--- src/rtl/sgg_pkg.sv ---
// Shared types, constants and helper functions for the subvoxel grid point generator.
// Depends on nothing; every other file in rtl/ imports it.
package sgg_pkg;

  localparam int MAX_PER_AXIS = 16;
  localparam int CNT_W        = 5;
  localparam int RES_W        = 31;
  localparam int COORD_W      = 32;
  localparam int IDX_W        = 12;
  localparam int TOTAL_W      = IDX_W + 1;
  localparam int POS_W        = $clog2(MAX_PER_AXIS);

  // reciprocal multiply for index / count, exact for IDX_W-bit dividends
  localparam int RCP_SH = 17;
  localparam int RCP_W  = RCP_SH + 1;
  localparam int PRD_W  = IDX_W + RCP_W;

  // offset magnitude |2p+1-n| * res and its long division by 2n
  localparam int KABS_W     = CNT_W;
  localparam int MAG_W      = KABS_W + RES_W;
  localparam int DIV_D_W    = CNT_W + 1;
  localparam int REM_W      = DIV_D_W;
  localparam int DIV_STEPS  = 6;
  localparam int DIV_STAGES = MAG_W / DIV_STEPS;
  localparam int OFF_W      = MAG_W + 2;

  // pipeline stage numbers
  localparam int IDX_ST    = 4;
  localparam int MUL_ST    = IDX_ST + 1;
  localparam int DIV_FIRST = MUL_ST + 1;
  localparam int DIV_LAST  = MUL_ST + DIV_STAGES;
  localparam int NUM_ST    = DIV_LAST + 1;

  localparam int CFG_IDX_W  = 3;
  localparam int CFG_DATA_W = 32;

  localparam logic [CFG_IDX_W-1:0] REG_COUNT_X = 3'd0;
  localparam logic [CFG_IDX_W-1:0] REG_COUNT_Y = 3'd1;
  localparam logic [CFG_IDX_W-1:0] REG_COUNT_Z = 3'd2;
  localparam logic [CFG_IDX_W-1:0] REG_RES_X   = 3'd3;
  localparam logic [CFG_IDX_W-1:0] REG_RES_Y   = 3'd4;
  localparam logic [CFG_IDX_W-1:0] REG_RES_Z   = 3'd5;

  localparam logic [CNT_W-1:0] COUNT_RST = 5'd1;
  localparam logic [RES_W-1:0] RES_RST   = 31'd65536;

  typedef struct packed {
    logic [CNT_W-1:0]   nx;
    logic [CNT_W-1:0]   ny;
    logic [CNT_W-1:0]   nz;
    logic [RES_W-1:0]   rx;
    logic [RES_W-1:0]   ry;
    logic [RES_W-1:0]   rz;
    logic [TOTAL_W-1:0] total;
  } cfg_t;

  function automatic logic [CNT_W-1:0] eff_count(input logic [CNT_W-1:0] c);
    eff_count = (c > CNT_W'(MAX_PER_AXIS)) ? CNT_W'(MAX_PER_AXIS) : c;
  endfunction

  // ceil(2^RCP_SH / n); zero count gives zero (index is out of grid then)
  function automatic logic [RCP_W-1:0] rcp(input logic [CNT_W-1:0] n);
    case (n)
      5'd1:    rcp = 18'd131072;
      5'd2:    rcp = 18'd65536;
      5'd3:    rcp = 18'd43691;
      5'd4:    rcp = 18'd32768;
      5'd5:    rcp = 18'd26215;
      5'd6:    rcp = 18'd21846;
      5'd7:    rcp = 18'd18725;
      5'd8:    rcp = 18'd16384;
      5'd9:    rcp = 18'd14564;
      5'd10:   rcp = 18'd13108;
      5'd11:   rcp = 18'd11916;
      5'd12:   rcp = 18'd10923;
      5'd13:   rcp = 18'd10083;
      5'd14:   rcp = 18'd9363;
      5'd15:   rcp = 18'd8739;
      5'd16:   rcp = 18'd8192;
      default: rcp = '0;
    endcase
  endfunction

endpackage

--- src/rtl/sgg_cfg.sv ---
// Configuration register file: grid counts and voxel sizes, plus derived grid size.
// Depends on sgg_pkg.
module sgg_cfg
  import sgg_pkg::*;
(
  input  logic                  clk,
  input  logic                  rst_n,
  input  logic                  cfg_valid,
  output logic                  cfg_ready,
  input  logic [CFG_IDX_W-1:0]  cfg_index,
  input  logic [CFG_DATA_W-1:0] cfg_data,
  output cfg_t                  cfg
);

  logic [CNT_W-1:0] cnt_x_r, cnt_y_r, cnt_z_r;
  logic [RES_W-1:0] res_x_r, res_y_r, res_z_r;
  logic [2*CNT_W-1:0] nxy;
  logic [3*CNT_W-1:0] tot;

  assign cfg_ready = 1'b1;

  always_ff @(posedge clk) begin
    if (!rst_n) begin
      cnt_x_r <= COUNT_RST;
      cnt_y_r <= COUNT_RST;
      cnt_z_r <= COUNT_RST;
      res_x_r <= RES_RST;
      res_y_r <= RES_RST;
      res_z_r <= RES_RST;
    end else if (cfg_valid) begin
      case (cfg_index)
        REG_COUNT_X: cnt_x_r <= cfg_data[CNT_W-1:0];
        REG_COUNT_Y: cnt_y_r <= cfg_data[CNT_W-1:0];
        REG_COUNT_Z: cnt_z_r <= cfg_data[CNT_W-1:0];
        REG_RES_X:   res_x_r <= cfg_data[RES_W-1:0];
        REG_RES_Y:   res_y_r <= cfg_data[RES_W-1:0];
        REG_RES_Z:   res_z_r <= cfg_data[RES_W-1:0];
        default: ;
      endcase
    end
  end

  always_comb begin
    cfg.nx    = eff_count(cnt_x_r);
    cfg.ny    = eff_count(cnt_y_r);
    cfg.nz    = eff_count(cnt_z_r);
    cfg.rx    = res_x_r;
    cfg.ry    = res_y_r;
    cfg.rz    = res_z_r;
    nxy       = (2*CNT_W)'(cfg.nx) * (2*CNT_W)'(cfg.ny);
    tot       = (3*CNT_W)'(nxy) * (3*CNT_W)'(cfg.nz);
    cfg.total = tot[TOTAL_W-1:0];
  end

endmodule

--- src/rtl/sgg_index.sv ---
// Index splitter: point index into x/y/z grid positions and the out-of-grid flag.
// Four stages, reciprocal multiply then remainder. Depends on sgg_pkg.
module sgg_index
  import sgg_pkg::*;
(
  input  logic             clk,
  input  logic [NUM_ST:1]  en,
  input  cfg_t             cfg,
  input  logic [IDX_W-1:0] idx,
  output logic [POS_W-1:0] px,
  output logic [POS_W-1:0] py,
  output logic [POS_W-1:0] pz,
  output logic             err
);

  logic [IDX_W-1:0] s1_idx_r;
  logic [PRD_W-1:0] s1_prod_r;
  logic             s1_err_r;
  logic [IDX_W-1:0] s2_qx_r;
  logic [POS_W-1:0] s2_px_r;
  logic             s2_err_r;
  logic [IDX_W-1:0] s3_qx_r;
  logic [PRD_W-1:0] s3_prod_r;
  logic [POS_W-1:0] s3_px_r;
  logic             s3_err_r;
  logic [POS_W-1:0] s4_px_r, s4_py_r, s4_pz_r;
  logic             s4_err_r;

  logic [PRD_W-1:0] s1_prod_nxt, s3_prod_nxt;
  logic [IDX_W-1:0] qx, qy, rx_full, ry_full;

  always_comb begin
    s1_prod_nxt = PRD_W'(idx) * PRD_W'(rcp(cfg.nx));
    qx          = s1_prod_r[RCP_SH +: IDX_W];
    rx_full     = s1_idx_r - IDX_W'(qx * IDX_W'(cfg.nx));
    s3_prod_nxt = PRD_W'(s2_qx_r) * PRD_W'(rcp(cfg.ny));
    qy          = s3_prod_r[RCP_SH +: IDX_W];
    ry_full     = s3_qx_r - IDX_W'(qy * IDX_W'(cfg.ny));
  end

  always_ff @(posedge clk) begin
    if (en[1]) begin
      s1_idx_r  <= idx;
      s1_prod_r <= s1_prod_nxt;
      s1_err_r  <= ({1'b0, idx} >= cfg.total);
    end
    if (en[2]) begin
      s2_qx_r  <= qx;
      s2_px_r  <= rx_full[POS_W-1:0];
      s2_err_r <= s1_err_r;
    end
    if (en[3]) begin
      s3_qx_r   <= s2_qx_r;
      s3_prod_r <= s3_prod_nxt;
      s3_px_r   <= s2_px_r;
      s3_err_r  <= s2_err_r;
    end
    if (en[IDX_ST]) begin
      s4_px_r  <= s3_px_r;
      s4_py_r  <= ry_full[POS_W-1:0];
      s4_pz_r  <= qy[POS_W-1:0];
      s4_err_r <= s3_err_r;
    end
  end

  assign px  = s4_px_r;
  assign py  = s4_py_r;
  assign pz  = s4_pz_r;
  assign err = s4_err_r;

endmodule

--- src/rtl/sgg_axis.sv ---
// One coordinate lane: offset multiply, pipelined long division by 2n, saturating add.
// Carries the origin from entry to the adder. Depends on sgg_pkg.
module sgg_axis
  import sgg_pkg::*;
(
  input  logic                      clk,
  input  logic [NUM_ST:1]           en,
  input  logic [CNT_W-1:0]          n,
  input  logic [RES_W-1:0]          res,
  input  logic signed [COORD_W-1:0] origin,
  input  logic [POS_W-1:0]          p,
  input  logic                      err,
  output logic signed [COORD_W-1:0] dest,
  output logic                      dest_err
);

  typedef struct packed {
    logic [REM_W-1:0] rem;
    logic [MAG_W-1:0] work;
  } div_t;

  function automatic div_t div_steps(input div_t s, input logic [DIV_D_W-1:0] d);
    div_t             r;
    logic [REM_W:0]   t;
    r = s;
    for (int k = 0; k < DIV_STEPS; k++) begin
      t = {r.rem, r.work[MAG_W-1]};
      r.work = {r.work[MAG_W-2:0], 1'b0};
      if (t >= (REM_W+1)'(d)) begin
        t         = t - (REM_W+1)'(d);
        r.work[0] = 1'b1;
      end
      r.rem = t[REM_W-1:0];
    end
    return r;
  endfunction

  logic signed [COORD_W-1:0] org_r [1:DIV_LAST];
  div_t                      dv_r  [MUL_ST:DIV_LAST];
  logic                      neg_r [MUL_ST:DIV_LAST];
  logic                      err_r [MUL_ST:DIV_LAST];
  logic signed [COORD_W-1:0] dest_r;
  logic                      dest_err_r;

  logic signed [CNT_W+1:0]   k;
  logic [CNT_W+1:0]          kabs;
  logic [DIV_D_W-1:0]        d;
  div_t                      mul_nxt;
  div_t                      dv_nxt [DIV_FIRST:DIV_LAST];
  logic signed [OFF_W-1:0]   off, sum;
  logic signed [COORD_W-1:0] dest_nxt;

  always_comb begin
    k             = $signed({2'b00, p, 1'b1}) - $signed({2'b00, n});
    kabs          = k[CNT_W+1] ? (CNT_W+2)'(-k) : k;
    mul_nxt.rem   = '0;
    mul_nxt.work  = MAG_W'(kabs[KABS_W-1:0]) * MAG_W'(res);
    d             = {n, 1'b0};
    for (int s = DIV_FIRST; s <= DIV_LAST; s++) begin
      dv_nxt[s] = div_steps(dv_r[s-1], d);
    end
    off = neg_r[DIV_LAST] ? -$signed({2'b00, dv_r[DIV_LAST].work})
                          :  $signed({2'b00, dv_r[DIV_LAST].work});
    sum = OFF_W'(org_r[DIV_LAST]) + off;
    // clamp to the signed coordinate range
    if (sum[OFF_W-1:COORD_W-1] != {(OFF_W-COORD_W+1){sum[OFF_W-1]}}) begin
      dest_nxt = sum[OFF_W-1] ? {1'b1, {(COORD_W-1){1'b0}}}
                              : {1'b0, {(COORD_W-1){1'b1}}};
    end else begin
      dest_nxt = sum[COORD_W-1:0];
    end
    if (err_r[DIV_LAST]) begin
      dest_nxt = '0;
    end
  end

  always_ff @(posedge clk) begin
    if (en[1]) begin
      org_r[1] <= origin;
    end
    for (int s = 2; s <= DIV_LAST; s++) begin
      if (en[s]) begin
        org_r[s] <= org_r[s-1];
      end
    end
    if (en[MUL_ST]) begin
      dv_r[MUL_ST]  <= mul_nxt;
      neg_r[MUL_ST] <= k[CNT_W+1];
      err_r[MUL_ST] <= err;
    end
    for (int s = DIV_FIRST; s <= DIV_LAST; s++) begin
      if (en[s]) begin
        dv_r[s]  <= dv_nxt[s];
        neg_r[s] <= neg_r[s-1];
        err_r[s] <= err_r[s-1];
      end
    end
    if (en[NUM_ST]) begin
      dest_r     <= dest_nxt;
      dest_err_r <= err_r[DIV_LAST];
    end
  end

  assign dest     = dest_r;
  assign dest_err = dest_err_r;

endmodule

--- src/rtl/subvoxel_grid_point_generator.sv ---
// Subvoxel grid point generator: turns a voxel origin and sample index into a point.
// Top level; instantiates sgg_cfg, sgg_index and three sgg_axis lanes. Depends on sgg_pkg.
//
// Usage:
//   in_*   : one beat per sample request: origins and point index in in_tdata.
//   out_*  : one beat per request, in order: dest_x/y/z in out_tdata and the
//            out-of-grid flag in out_tuser (coordinates read zero when it is set).
//   cfg_*  : register writes (index 0..5: count x/y/z, res x/y/z), always ready;
//            write only while the pipeline is empty.
// Throughput is one beat per cycle while the receiver is ready. From input beat to
// output beat: 4 stages split the index (reciprocal multiply and remainder for
// x, then y), 1 stage forms |2p+1-n|*res, 6 stages divide by 2n at 6 quotient bits
// each, and the last stage applies sign, adds and saturates into the output
// register.
// Each stage carries a valid bit and holds while the stage after it is full and
// stalled, so bubbles close up and in_tready stays high until every stage is full
// behind a stalled receiver. Nothing is dropped or repeated under stall.
// Synchronous reset empties the pipeline and loads counts of 1 and sizes of 1.0.
module subvoxel_grid_point_generator
  import sgg_pkg::*;
(
  input  logic                  clk,
  input  logic                  rst_n,
  input  logic                  in_tvalid,
  output logic                  in_tready,
  // [31:0] origin_x, [63:32] origin_y, [95:64] origin_z, [107:96] point_index, pad
  input  logic [111:0]          in_tdata,
  output logic                  out_tvalid,
  input  logic                  out_tready,
  // [31:0] dest_x, [63:32] dest_y, [95:64] dest_z
  output logic [95:0]           out_tdata,
  // [0] index_error
  output logic                  out_tuser,
  input  logic                  cfg_valid,
  output logic                  cfg_ready,
  input  logic [CFG_IDX_W-1:0]  cfg_index,
  input  logic [CFG_DATA_W-1:0] cfg_data
);

  cfg_t              cfg;
  logic [NUM_ST:1]   v_r;
  logic [NUM_ST:1]   en;
  logic [NUM_ST-1:0] vin;
  logic [POS_W-1:0]  px, py, pz;
  logic              ierr;
  logic signed [COORD_W-1:0] dx, dy, dz;
  logic              ex;

  sgg_cfg u_cfg (
    .clk       (clk),
    .rst_n     (rst_n),
    .cfg_valid (cfg_valid),
    .cfg_ready (cfg_ready),
    .cfg_index (cfg_index),
    .cfg_data  (cfg_data),
    .cfg       (cfg)
  );

  // stage advances when empty or when the next one advances
  always_comb begin
    en[NUM_ST] = !v_r[NUM_ST] || out_tready;
    for (int i = NUM_ST - 1; i >= 1; i--) begin
      en[i] = !v_r[i] || en[i+1];
    end
    vin = {v_r[NUM_ST-1:1], in_tvalid};
  end

  always_ff @(posedge clk) begin
    if (!rst_n) begin
      v_r <= '0;
    end else begin
      for (int i = 1; i <= NUM_ST; i++) begin
        if (en[i]) begin
          v_r[i] <= vin[i-1];
        end
      end
    end
  end

  sgg_index u_index (
    .clk (clk),
    .en  (en),
    .cfg (cfg),
    .idx (in_tdata[107:96]),
    .px  (px),
    .py  (py),
    .pz  (pz),
    .err (ierr)
  );

  sgg_axis u_axis_x (
    .clk      (clk),
    .en       (en),
    .n        (cfg.nx),
    .res      (cfg.rx),
    .origin   (in_tdata[31:0]),
    .p        (px),
    .err      (ierr),
    .dest     (dx),
    .dest_err (ex)
  );

  sgg_axis u_axis_y (
    .clk      (clk),
    .en       (en),
    .n        (cfg.ny),
    .res      (cfg.ry),
    .origin   (in_tdata[63:32]),
    .p        (py),
    .err      (ierr),
    .dest     (dy),
    .dest_err ()
  );

  sgg_axis u_axis_z (
    .clk      (clk),
    .en       (en),
    .n        (cfg.nz),
    .res      (cfg.rz),
    .origin   (in_tdata[95:64]),
    .p        (pz),
    .err      (ierr),
    .dest     (dz),
    .dest_err ()
  );

  assign in_tready  = en[1];
  assign out_tvalid = v_r[NUM_ST];
  assign out_tdata  = {dz, dy, dx};
  assign out_tuser  = ex;

endmodule
--- config.mk ---
export PLATFORM = sky130hd
export DESIGN_NAME = subvoxel_grid_point_generator
export DESIGN_NICKNAME = d
export VERILOG_FILES = /design/src/rtl/sgg_pkg.sv /design/src/rtl/sgg_cfg.sv /design/src/rtl/sgg_index.sv /design/src/rtl/sgg_axis.sv /design/src/rtl/subvoxel_grid_point_generator.sv
export SDC_FILE = /design/constraint.sdc
export NUM_CORES = 2
export LEC_CHECK = 0
export BUFFER_PORTS_ARGS = -buffer_cell sky130_fd_sc_hd__buf_2
export CAP_MARGIN = 10
export CORE_ASPECT_RATIO = 1.5
export CORE_MARGIN = 3
export CORE_UTILIZATION = 55
export CTS_BUF_LIST = sky130_fd_sc_hd__clkbuf_8
export DETAILED_ROUTE_END_ITERATION = 6
export GPL_ROUTABILITY_DRIVEN = 0
export GPL_TIMING_DRIVEN = 0
export PLACE_DENSITY = 0.71
export SLEW_MARGIN = 10
export SYNTH_ARGS = -nofsm -noshare
export SYNTH_HDL_FRONTEND = slang
export SYNTH_HIERARCHICAL = 1
export SYNTH_SLANG_ARGS = --single-unit
--- constraint.sdc ---
create_clock -name clk -period 21.4 [get_ports clk]
set_input_delay 2.14 -clock clk [delete_from_list [all_inputs] [get_ports clk]]
set_output_delay 2.14 -clock clk [all_outputs]
set_load 0.1 [all_outputs]
==> metrics.md <==
| Metric | Value |
|---|---|
| Die Area | `0.2454 mm2` |
| Max Fclk | `69.49 MHz` |
| Share of cells above drive strength 1 | `0.09061` |
| Clk slew on worst S/H paths | `0.06 ns` |
| Global-route wire length before repair | `476.8 mm` |
| Top-Level Pins | `252` |
| Average wire per standard cell | `20.53 um` |
| R2r setup slk | `7.01 ns` |
| Worst Path Required | `22.02 ns` |
| Relative slew slack | `0.1886` |
| Post-CTS Resized | `0` |
| Initial antenna violation count | `38` |
| Hold crit path type | `reg -> reg` |
| Final instance area | `0.1444 mm2` |
| TritonRoute pass-1 iters | `7` |
| CP dominant cell by count | `o21ai_0` |
| Hold_buf cts | `0` |
| Yosys warns | `6` |
| Max Cap Violations | `0` |
| Antenna viol nets, final | `0` |
| DRC viols | `1` |
| Filler cells | `18,380` |
| Setup CP Type | `reg -> reg` |
| Failing checks | `design-rule violations` |
| Initial Utilization | `0.5536` |
| Setup TNS | `0 ns` |
| Vias per cell | `5.771` |
| CP Launch Type | `flop` |
| Number of global-route vias before repair | `90,045` |
| CTS tree | `built` |
| Post-layout net count | `13,175` |
| Area Overhead vs Synth | `9.649%` |
| Die Span Y | `605.3 um` |
| Hold Violations, Final | `0` |
| Period minus WS final | `14.39 ns` |
| Max stage delay cell, worst path | `a311oi_1` |
| Unrepaired setup endpoints after global routing | `no` |
| Die W | `405.5 um` |
| Tightest Pin Transition | `1.201 ns` |
| Post-CTS setup buffers | `0` |
| Clock buffer depth | `4` |
| Sequential cell area | `0.06549 mm2` |
| Maximum number of pins on one net before global-route repair | `113` |
| Total track usage | `0.2454` |
| Post-DP HPWL | `226.4 mm` |
| # rows | `219` |
| Gate Count Post-Synth | `10,752` |
| Clock sinks | `2,221` |
| H-tree Lvls | `5` |
| Post-Route Skew | `0.08841 ns` |
| Port Buf Inserts | `244` |
| Multi-input combinational cell area | `0.06078 mm2` |
| Avg Cell Area, Syn | `12.25 um2` |
| CTS root buf | `clkbuf_8` |
| Outcome | `finished, violations left` |
| Worst Path Arrival | `15.01 ns` |
| Dpl cell area | `0.1381 mm2` |
| Max FO, Critical Path | `21` |
| Slowest stage delay, CP | `0.57 ns` |
| Syn_nets | `12,553` |
| Initial drt markers | `5,294` |
| Clock Latency Late Sink | `0.94 ns` |
| Drt total wl | `302.5 mm` |
| Fin worst setup slack | `7.010 ns` |
| Place WS | `7.445 ns` |
| Vias | `85,020` |
| GRT Residual Overflow | `0` |
| Fin crit share | `0.6724` |
| Final setup viols | `0` |
| CP endpoint kind | `flop` |
| Final Max Slew Viols | `0` |
| Num CTS Buffers | `327` |
| Synth Cell Area | `0.1317 mm2` |
| Core Footprint | `0.2378 mm2` |
-- state kept, by name (all words and copies together), names as in the netlist, 12 cells and up --
signal and cells:
u_axis_z/org_r 352, u_axis_x/dest 32, u_axis_y/dest 32, v_r 12, u_index/s2_qx_r 12, u_axis_z/dv_r 282, u_axis_z/dest 32, u_cfg/res_x_r 31
u_axis_y/dv_r 282, u_cfg/res_z_r 31, u_axis_y/org_r 352, u_axis_x/org_r 352, u_axis_x/dv_r 282, u_index/s1_prod_r 12, u_cfg/res_y_r 31
-- layout make-up --
type                       count  share of cell area
timing repair buffer         293             0.01671
multi-input combinational   7099              0.4210
clock inverter               239             0.01128
antenna                       17           0.0002946
sequential                  2221              0.4536
buffer                       263            0.007470
clock buffer                 337             0.03212
tap                         3094             0.02681
inverter                    1169             0.03075
-- placed cells by master, fill, tap and decap left out, drive strengths merged, types with 45 or more instances in the layout --
master,n
a21oi,443
nand4,77
o31ai,66
nand2b,114
a21boi,131
o21a,66
clkbuf,556
mux2,167
dfxtp,120
inv,1249
o41ai,76
xnor2,467
o211ai,59
or3,66
nor2b,211
edfxtp,2101
nor2,293
o21bai,45
nand3,106
xor2,150
fa,691
and2,322
nor3,115
a211oi,69
buf,337
ha,958
nand2,1071
a21o,270
mux2i,157
o21ai,384
a31oi,63
clkinv,118
-- path summary, 6_finish.rpt --
kind	start	cells past startpoint	end
hold / removal	u_axis_y/dv_r[2][20]$_DFFE_PP_	0	u_axis_y/dv_r[2][68]$_DFFE_PP_
setup reg to reg	u_cfg/cnt_x_r[4]$_SDFFE_PN0P_	55	u_axis_x/dv_r[2][123]$_DFFE_PP_
setup / recovery	u_cfg/cnt_x_r[4]$_SDFFE_PN0P_	55	u_axis_x/dv_r[2][123]$_DFFE_PP_
hold reg to reg	u_axis_y/dv_r[2][20]$_DFFE_PP_	0	u_axis_y/dv_r[2][68]$_DFFE_PP_
-- critical path: cells and delay by family, from the launching register on --
family                     cells  cell delay (ns)
muxes                          1             0.35
buffers and inverters         12             2.88
DFF                            1             0.34
and+or+nand+nor               11             1.71
adders and majority gates      6             2.10
AOI/OAI and AO/OA             25             6.63
-- metrics by stage --
step / hold WS [ns] / util / cells
2_1_floorplan: 0.4003 / - / 10752
3_3_place_gp: 0.4002 / 0.5751 / 14090
3_5_place_dp: 0.4045 / 0.5805 / 14139
4_1_cts: 0.3596 / 0.6069 / 14715
5_1_grt: 0.3817 / 0.6070 / 14725
6_report: 0.3528 / 0.6071 / 14732
-- routing by layer --
metal / wire length (um) / GRT usage / part of all wire
met2: 152800 / 0.4350 / 0.51
met4: 17310 / 0.1303 / 0.057
met1: 115100 / 0.2843 / 0.38
met3: 17130 / 0.04058 / 0.057
met5: 212 / 0 / 0.00070
Power is left out: the tool's default activity adds up to more than one toggle a clock period on the data nets, which glitch-free logic cannot reach.
